<file path="src/hw/rtl/avcp_pkg.sv">
// ----------------------------------------------------------------------------
// avcp_pkg
// Shared widths, codes and word types of the AVC configuration record parser.
// ----------------------------------------------------------------------------
`default_nettype none

package avcp_pkg;

  localparam int DATA_W     = 8;
  localparam int SEQ_W      = 5;
  localparam int PIC_W      = 8;
  localparam int INDEX_W    = 8;
  localparam int LEN_W      = 16;
  localparam int CONSUMED_W = 20;
  localparam int KIND_W     = 4;
  localparam int STATUS_W   = 3;

  localparam int DEF_MIN_RECORD_BYTES = 7;
  localparam int DEF_COUNT_WIDTH      = 20;

  // length-size byte: low two bits must read 3
  localparam logic [1:0] LENSIZE_OK = 2'b11;

  // configuration register map
  localparam int  ADDR_W      = 3;
  localparam int  APB_DATA_W  = 32;
  localparam logic REG_SEQ_CAP = 1'b0;
  localparam logic REG_PIC_CAP = 1'b1;

  localparam logic [SEQ_W-1:0] SEQ_CAP_RESET = '1;
  localparam logic [PIC_W-1:0] PIC_CAP_RESET = '1;

  typedef enum logic [KIND_W-1:0] {
    KIND_VERSION  = 4'd0,
    KIND_PROFILE  = 4'd1,
    KIND_COMPAT   = 4'd2,
    KIND_LEVEL    = 4'd3,
    KIND_LENSIZE  = 4'd4,
    KIND_SPS_CNT  = 4'd5,
    KIND_SPS_LEN  = 4'd6,
    KIND_SPS_DATA = 4'd7,
    KIND_PPS_CNT  = 4'd8,
    KIND_PPS_LEN  = 4'd9,
    KIND_PPS_DATA = 4'd10,
    KIND_IGNORED  = 4'd11
  } avcp_kind_t;

  typedef enum logic [STATUS_W-1:0] {
    ST_BUSY      = 3'd0,
    ST_OK        = 3'd1,
    ST_TRUNCATED = 3'd2,
    ST_BAD_LEN   = 3'd3,
    ST_TOO_MANY  = 3'd4
  } avcp_status_t;

  typedef struct packed {
    logic [DATA_W-1:0] data_byte;
    logic              first_byte;
    logic              last_byte;
  } avcp_item_t;

  typedef struct packed {
    avcp_kind_t            byte_kind;
    logic [INDEX_W-1:0]    set_index;
    logic [DATA_W-1:0]     echo_byte;
    logic                  set_start;
    logic                  set_end;
    logic                  set_stored;
    logic                  done_res;
    avcp_status_t          status;
    logic [CONSUMED_W-1:0] consumed_bytes;
    logic [SEQ_W-1:0]      seq_set_total;
    logic [PIC_W-1:0]      pic_set_total;
  } avcp_result_t;

endpackage

`default_nettype wire

</file>
<file path="src/hw/rtl/avcp_parse.sv">
// ----------------------------------------------------------------------------
// avcp_parse
// Parse state and per-byte tagging: one byte is consumed on each step.
// ----------------------------------------------------------------------------
`default_nettype none

module avcp_parse
  import avcp_pkg::*;
#(
  parameter int MIN_RECORD_BYTES = DEF_MIN_RECORD_BYTES,
  parameter int COUNT_WIDTH      = DEF_COUNT_WIDTH
) (
  input  wire logic             clk,
  input  wire logic             rst,
  input  wire logic             step,
  input  wire avcp_item_t       item,
  input  wire logic [SEQ_W-1:0] seq_cap,
  input  wire logic [PIC_W-1:0] pic_cap,
  output avcp_result_t          res
);

  localparam int PosW = (COUNT_WIDTH < CONSUMED_W) ? COUNT_WIDTH : CONSUMED_W;
  localparam logic [PosW-1:0] MinCnt = PosW'(MIN_RECORD_BYTES);

  typedef enum logic [15:0] {
    PH_VERSION     = 16'h0001,
    PH_PROFILE     = 16'h0002,
    PH_COMPAT      = 16'h0004,
    PH_LEVEL       = 16'h0008,
    PH_LENSIZE     = 16'h0010,
    PH_SCOUNT      = 16'h0020,
    PH_SLEN_HI     = 16'h0040,
    PH_SLEN_LO     = 16'h0080,
    PH_SDATA_FIRST = 16'h0100,
    PH_SDATA       = 16'h0200,
    PH_PCOUNT      = 16'h0400,
    PH_PLEN_HI     = 16'h0800,
    PH_PLEN_LO     = 16'h1000,
    PH_PDATA_FIRST = 16'h2000,
    PH_PDATA       = 16'h4000,
    PH_HOLD        = 16'h8000
  } avcp_phase_t;

  avcp_phase_t        phase, phase_next;
  logic [PosW-1:0]    byte_position, byte_position_next;
  logic [INDEX_W-1:0] set_counter, set_counter_next;
  logic [DATA_W-1:0]  length_high, length_high_next;
  logic [LEN_W-1:0]   payload_left, payload_left_next;
  logic [SEQ_W-1:0]   seq_total, seq_total_next;
  logic [PIC_W-1:0]   pic_total, pic_total_next;
  logic               length_size_bad, length_size_bad_next;
  logic               finished, finished_next;

  avcp_phase_t           cur_phase;
  logic [PosW-1:0]       cur_pos, cnt;
  logic [INDEX_W-1:0]    cur_setc, setc_inc;
  logic [DATA_W-1:0]     cur_lenhi;
  logic [LEN_W-1:0]      cur_payl, payl_dec, len;
  logic [SEQ_W-1:0]      cur_seq;
  logic [PIC_W-1:0]      cur_pic;
  logic                  cur_lsb, cur_fin;
  logic                  conc;
  logic [CONSUMED_W-1:0] conc_val;
  avcp_status_t          fstat;
  logic [DATA_W-1:0]     b;

  always_comb begin
    b         = item.data_byte;
    cur_phase = item.first_byte ? PH_VERSION : phase;
    cur_pos   = item.first_byte ? '0 : byte_position;
    cur_setc  = item.first_byte ? '0 : set_counter;
    cur_lenhi = item.first_byte ? '0 : length_high;
    cur_payl  = item.first_byte ? '0 : payload_left;
    cur_seq   = item.first_byte ? '0 : seq_total;
    cur_pic   = item.first_byte ? '0 : pic_total;
    cur_lsb   = item.first_byte ? 1'b0 : length_size_bad;
    cur_fin   = item.first_byte ? 1'b0 : finished;

    cnt      = (cur_pos != '1) ? cur_pos + 1'b1 : cur_pos;
    setc_inc = cur_setc + 1'b1;
    payl_dec = cur_payl - 1'b1;
    len      = {cur_lenhi, b};

    phase_next           = cur_phase;
    byte_position_next   = cur_pos;
    set_counter_next     = cur_setc;
    length_high_next     = cur_lenhi;
    payload_left_next    = cur_payl;
    seq_total_next       = cur_seq;
    pic_total_next       = cur_pic;
    length_size_bad_next = cur_lsb;
    finished_next        = cur_fin;

    conc     = 1'b0;
    conc_val = '0;
    fstat    = ST_OK;

    res                = '0;
    res.byte_kind      = KIND_IGNORED;
    res.status         = ST_BUSY;
    res.echo_byte      = b;

    if (!cur_fin) begin
      byte_position_next = cnt;
      case (cur_phase)
        PH_VERSION: begin
          res.byte_kind = KIND_VERSION;
          phase_next    = PH_PROFILE;
        end
        PH_PROFILE: begin
          res.byte_kind = KIND_PROFILE;
          phase_next    = PH_COMPAT;
        end
        PH_COMPAT: begin
          res.byte_kind = KIND_COMPAT;
          phase_next    = PH_LEVEL;
        end
        PH_LEVEL: begin
          res.byte_kind = KIND_LEVEL;
          phase_next    = PH_LENSIZE;
        end
        PH_LENSIZE: begin
          res.byte_kind = KIND_LENSIZE;
          if (b[1:0] != LENSIZE_OK) begin
            length_size_bad_next = 1'b1;
            conc                 = 1'b1;
            conc_val             = CONSUMED_W'(4);
          end else begin
            phase_next = PH_SCOUNT;
          end
        end
        PH_SCOUNT: begin
          res.byte_kind    = KIND_SPS_CNT;
          seq_total_next   = b[SEQ_W-1:0];
          set_counter_next = '0;
          phase_next       = (b[SEQ_W-1:0] == '0) ? PH_PCOUNT : PH_SLEN_HI;
        end
        PH_SLEN_HI, PH_SLEN_LO: begin
          res.byte_kind  = KIND_SPS_LEN;
          res.set_index  = cur_setc;
          res.set_stored = cur_setc < INDEX_W'(seq_cap);
          if (cur_phase == PH_SLEN_HI) begin
            length_high_next = b;
            phase_next       = PH_SLEN_LO;
          end else if (len == '0) begin
            res.set_end      = 1'b1;
            set_counter_next = setc_inc;
            phase_next       = (setc_inc >= INDEX_W'(cur_seq)) ? PH_PCOUNT : PH_SLEN_HI;
          end else begin
            payload_left_next = len;
            phase_next        = PH_SDATA_FIRST;
          end
        end
        PH_SDATA_FIRST, PH_SDATA: begin
          res.byte_kind     = KIND_SPS_DATA;
          res.set_index     = cur_setc;
          res.set_stored    = cur_setc < INDEX_W'(seq_cap);
          res.set_start     = (cur_phase == PH_SDATA_FIRST);
          phase_next        = PH_SDATA;
          payload_left_next = payl_dec;
          if (payl_dec == '0) begin
            res.set_end      = 1'b1;
            set_counter_next = setc_inc;
            phase_next       = (setc_inc >= INDEX_W'(cur_seq)) ? PH_PCOUNT : PH_SLEN_HI;
          end
        end
        PH_PCOUNT: begin
          res.byte_kind    = KIND_PPS_CNT;
          pic_total_next   = b;
          set_counter_next = '0;
          if (b == '0) begin
            conc     = 1'b1;
            conc_val = CONSUMED_W'(cnt);
          end else begin
            phase_next = PH_PLEN_HI;
          end
        end
        PH_PLEN_HI, PH_PLEN_LO: begin
          res.byte_kind  = KIND_PPS_LEN;
          res.set_index  = cur_setc;
          res.set_stored = cur_setc < INDEX_W'(pic_cap);
          if (cur_phase == PH_PLEN_HI) begin
            length_high_next = b;
            phase_next       = PH_PLEN_LO;
          end else if (len == '0) begin
            res.set_end      = 1'b1;
            set_counter_next = setc_inc;
            if (setc_inc >= INDEX_W'(cur_pic)) begin
              conc     = 1'b1;
              conc_val = CONSUMED_W'(cnt);
            end else begin
              phase_next = PH_PLEN_HI;
            end
          end else begin
            payload_left_next = len;
            phase_next        = PH_PDATA_FIRST;
          end
        end
        PH_PDATA_FIRST, PH_PDATA: begin
          res.byte_kind     = KIND_PPS_DATA;
          res.set_index     = cur_setc;
          res.set_stored    = cur_setc < INDEX_W'(pic_cap);
          res.set_start     = (cur_phase == PH_PDATA_FIRST);
          phase_next        = PH_PDATA;
          payload_left_next = payl_dec;
          if (payl_dec == '0) begin
            res.set_end      = 1'b1;
            set_counter_next = setc_inc;
            if (setc_inc >= INDEX_W'(cur_pic)) begin
              conc     = 1'b1;
              conc_val = CONSUMED_W'(cnt);
            end else begin
              phase_next = PH_PLEN_HI;
            end
          end
        end
        default: begin
          // verdict held until enough bytes have arrived
          res.byte_kind = KIND_IGNORED;
          conc          = 1'b1;
          conc_val      = CONSUMED_W'(cur_payl);
        end
      endcase

      if (length_size_bad_next) begin
        fstat = ST_BAD_LEN;
      end else if (seq_total_next > seq_cap || pic_total_next > pic_cap) begin
        fstat = ST_TOO_MANY;
      end

      if (conc) begin
        if (cnt >= MinCnt) begin
          finished_next      = 1'b1;
          res.done_res       = 1'b1;
          res.status         = fstat;
          res.consumed_bytes = conc_val;
        end else begin
          phase_next        = PH_HOLD;
          payload_left_next = conc_val[LEN_W-1:0];
        end
      end

      if (item.last_byte && !finished_next) begin
        finished_next      = 1'b1;
        res.done_res       = 1'b1;
        res.status         = ST_TRUNCATED;
        res.consumed_bytes = '0;
      end
    end

    res.seq_set_total = seq_total_next;
    res.pic_set_total = pic_total_next;
  end

  always_ff @(posedge clk) begin
    if (rst) begin
      phase           <= PH_VERSION;
      byte_position   <= '0;
      set_counter     <= '0;
      length_high     <= '0;
      payload_left    <= '0;
      seq_total       <= '0;
      pic_total       <= '0;
      length_size_bad <= 1'b0;
      finished        <= 1'b0;
    end else if (step) begin
      phase           <= phase_next;
      byte_position   <= byte_position_next;
      set_counter     <= set_counter_next;
      length_high     <= length_high_next;
      payload_left    <= payload_left_next;
      seq_total       <= seq_total_next;
      pic_total       <= pic_total_next;
      length_size_bad <= length_size_bad_next;
      finished        <= finished_next;
    end
  end

`ifndef SYNTHESIS
  a_done_latches: assert property (@(posedge clk) disable iff (rst)
    step && res.done_res |=> finished)
    else $error("verdict given but parse not marked finished");

  a_finished_quiet: assert property (@(posedge clk) disable iff (rst)
    step && finished && !item.first_byte |->
      res.byte_kind == KIND_IGNORED && !res.done_res && res.status == ST_BUSY)
    else $error("byte after verdict not ignored");

  a_trunc_shape: assert property (@(posedge clk) disable iff (rst)
    step && res.status == ST_TRUNCATED |-> item.last_byte && res.consumed_bytes == '0)
    else $error("truncation verdict without last byte or with nonzero count");

  a_status_done: assert property (@(posedge clk) disable iff (rst)
    step && !res.done_res |-> res.status == ST_BUSY && res.consumed_bytes == '0)
    else $error("status or count given without verdict");
`endif

endmodule

`default_nettype wire

</file>
<file path="config.mk">
export PLATFORM = sky130hd
export DESIGN_NAME = avcp_parse
export DESIGN_NICKNAME = d
export VERILOG_FILES = /design/src/hw/rtl/avcp_pkg.sv /design/src/hw/rtl/avcp_parse.sv
export SDC_FILE = /design/constraint.sdc
export NUM_CORES = 1
export LEC_CHECK = 0
export ABC_AREA = 1
export BUFFER_PORTS_ARGS = -buffer_cell sky130_fd_sc_hd__buf_2
export CORE_MARGIN = 2
export CORE_UTILIZATION = 60
export DETAILED_ROUTE_END_ITERATION = 6
export MAX_ROUTING_LAYER = met4
export PLACE_DENSITY_LB_ADDON = 0.12
export SYNTH_ARGS = -nofsm -noshare
export SYNTH_HDL_FRONTEND = slang
export SYNTH_SLANG_ARGS = --single-unit
</file>
<file path="constraint.sdc">
create_clock -name clk -period 6.2 [get_ports clk]
set_clock_uncertainty 0.1 [all_clocks]
set_input_delay 1.24 -clock clk [delete_from_list [all_inputs] [get_ports clk]]
set_output_delay 1.24 -clock clk [all_outputs]
set_load 0.03 [all_outputs]
</file>
==> impl_metrics.py <==
metrics = {
    "route": {
        "wl_per_cell_um": 17.3,
        "dr.first_iter.drc_count": 1355,
        "drt_drc_violations_left": 0,
        "finalWirelength_um": 31900,
        "vias_per_cell": 5.95,
        "ant_nets": 0,
        "vias": 10944,
        "dr.pass1.iters": 6,
    },
    "critical_path": {
        "cp_slowest_cell": "nor2_1",
        "crit_required_ns": 4.86,
        "arrival_ns": 4.50,
        "path_class": "primary input to primary output",
        "startpoint": "item[1]",
        "r2r-start": "byte_position[0]",
        "max_stage_delay_ns": 0.39,
        "crit_chain": "buf_2 -> buf_12 -> nor2_1 -> ha_1 -> nand2_1 -> nor2_1 -> nand3_2 -> nor2_2 -> nand2_4 -> nand2_1 -> nand2_1 -> nor2_1 -> a21oi_1 -> nand4_1 -> nand2_2 -> a21oi_1 -> o21a_1 -> buf_2",
        "endpoint_kind": "primary output",
        "cp_max_fo": 42,
        "worstSetupStartpointType": "primary input",
        "r2r_slack_ns": 2.52,
    },
    "synthesis": {
        "synthFlopType": "dfxtp_1",
        "syn-num-nets": 1667,
        "netlist_instances": 1602,
        "yosysTopAreaCellShare": 0.188,
        "yosys-top-cells-count": "nand2_1, inv_1, nor2_1",
        "synth_area_leaders": "dfxtp_1, nand2_1, inv_1, nor2_1, o21ai_0",
        "yosysSeqAreaShare": 0.188,
        "ys_seq_elements": 83,
        "yosys_warnings": 0,
        "synth_edf_count": 0,
        "synth_area_um2": 8860,
        "yosysMostFrequentCell": "nand2_1",
        "synth_top_area_cell": "dfxtp_1",
        "yosysUniqueCellTypes": 48,
        "synth_async_sr_flop_share": 0,
        "avgSynthCellArea_um2": 5.53,
    },
    "run": {
        "maxCapViolCount": 0,
    },
    "sta": {
        "final.setup.tns_ns": 0,
        "max_freq_ghz": 0.171,
        "setup_violations": 0,
        "drv_slew": 0,
        "tightestPinTransition_ns": 1.05,
        "period_share": 0.943,
        "rsz0062_at_grt": "false",
        "hold_viol": 0,
        "slew_headroom": 0.297,
        "layout_min_cycle_time_ns": 5.84,
    },
    "global_route": {
        "grt_overflow_total": 0,
        "antenna_found_initial": 1,
        "grt_max_degree": 56,
        "grt_pass1_wl_um": 50800,
        "grt_pass1_vias": 9876,
        "grt_use_total": 0.413,
    },
    "power": {
        "p_per_area_nw_per_um2": 173,
        "swShare": 0.391,
        "peakVddDrop_uv": 142,
        "leakage_nw": 5.14,
        "p_switching_uw": 654,
        "seq_power_share": 0.352,
        "clockPowerShare": 0.344,
        "p_int_mw": 1.02,
        "combPwrFrac": 0.304,
    },
    "floorplan": {
        "die_h_um": 126,
        "dieWidth_um": 126,
        "rows": 44,
        "start_util": 0.612,
        "core-area_um2": 14500,
        "dieArea_um2": 15800,
        "pin_count": 86,
    },
    "run_status": {
        "status": "complete, no violations",
    },
    "cells_and_area": {
        "finalNonFillerCells": 1840,
        "regArea_um2": 1660,
        "nets": 1715,
        "nFillCells": 1426,
        "syn_to_final_growth_pct": 8.67,
        "post-route-util": 0.665,
        "multi_input_area_um2": 5900,
        "drive_above_1_share": 0.109,
    },
    "placement": {
        "routabilityCongestion": 1.04,
        "dp.cells": 1823,
        "portBuffers": 85,
        "hpwl_um": 23800,
    },
    "clock_network": {
        "clk_pin_slew_worst_paths_ns": 0.07,
        "clkSinkCount": 83,
        "htree_levels": 3,
        "cts_tree": "done",
        "clk_latency_ns": 0.36,
        "cts-root-buf": "clkbuf_16",
        "numCtsBuffers": 9,
        "clock_path_buffers": 2,
    },
    "min_path": {
        "worst_hold_path_type": "register to register",
        "worst_hold_startpoint": "phase[10]",
    },
}
path summary, 6_finish.rpt:
kind                                  end  cells past startpoint
worst max-delay path              res[34]                     18
worst min-delay path            phase[10]                      2
worst max register to register  phase[15]                     18
worst min register to register  phase[10]                      2
cell families after synthesis:
group | count (synthesis) | synth area share
flops | 83 | 0.188
compound gates | 306 | 0.186
xor+xnor | 11 | 0.0109
buf+inv | 317 | 0.148
simple gates | 846 | 0.412
fa+ha+maj | 39 | 0.0551
power by group through the flow:
stage               Combinational, mW  Clock (mW)  Sequential (mW)
detailed placement              0.490           0            0.598
global route                    0.558       0.591            0.590
finish                          0.508       0.574            0.588
floorplan                       0.365           0            0.592
CTS                             0.493       0.573            0.586
global placement                0.484           0            0.598
flip-flops by register name, summed over array words and instances, names as in the netlist:
| signal | count |
|---|---|
| finished | 1 |
| byte_position | 20 |
| length_high | 8 |
| length_size_bad | 1 |
| payload_left | 16 |
| phase | 16 |
| seq_total | 5 |
| set_counter | 8 |
| pic_total | 8 |
routing by layer:
metal | global-route usage | up-vias | routed length [um]
met5 | - | - | 0
met4 | 0.162 | 0 | 1060
met3 | 0.0843 | 104 | 4050
met2 | 0.617 | 734 | 13700
met1 | 0.548 | 4852 | 13100
li1 | - | 5254 | -
metrics by stage:
| step | area (um^2) | setup slack, ns | hold slack, ns | total power [mW] |
|---|---|---|---|---|
| 6_report | 9630 | 0.356 | 0.373 | 1.67 |
| 3_3_place_gp | 9310 | 0.354 | 0.356 | 1.08 |
| 5_1_grt | 9630 | 0.0633 | 0.391 | 1.74 |
| 4_1_cts | 9610 | 0.288 | 0.371 | 1.65 |
| 3_5_place_dp | 9310 | 0.306 | 0.360 | 1.09 |
| 2_1_floorplan | 8860 | 0.363 | 0.343 | 0.956 |
worst max-delay path: cells and delay by family:
family,cells,cell delay (ns)
AO/OA/AOI/OAI,3,0.58
AND/OR/NAND/NOR,11,1.86
buffers and inverters,3,0.53
adder cells (fa/ha/maj),1,0.26
placed cells by master, fill, tap and decap left out, drive strengths merged, types with 8 or more instances in the layout:
cell type	Yosys	final
nor2	218	218
dfxtp	83	83
o211ai	21	21
o21ai	151	151
nand3	131	131
nand4	34	34
xor2	8	8
nand2	436	436
ha	39	39
a21oi	115	115
clkbuf	34	9
nor3	19	19
inv	244	246
buf	36	107
repair_timing:
action,in CTS,in global routing
buffers inserted,0,0
hold buffers,0,0
hold endpoints to repair,0,0
setup endpoints to repair,0,12
gates resized for setup,0,7
layout make-up:
type,instances,area share
multi-input combinational,1202,0.613
sequential,83,0.173
inverter,247,0.0966
timing repair buffer,107,0.0627
tap,184,0.0239
clock buffer,9,0.0234
clock inverter,7,0.00780
antenna,1,0.000260
Note: power is estimated with default switching activity, not from simulation.
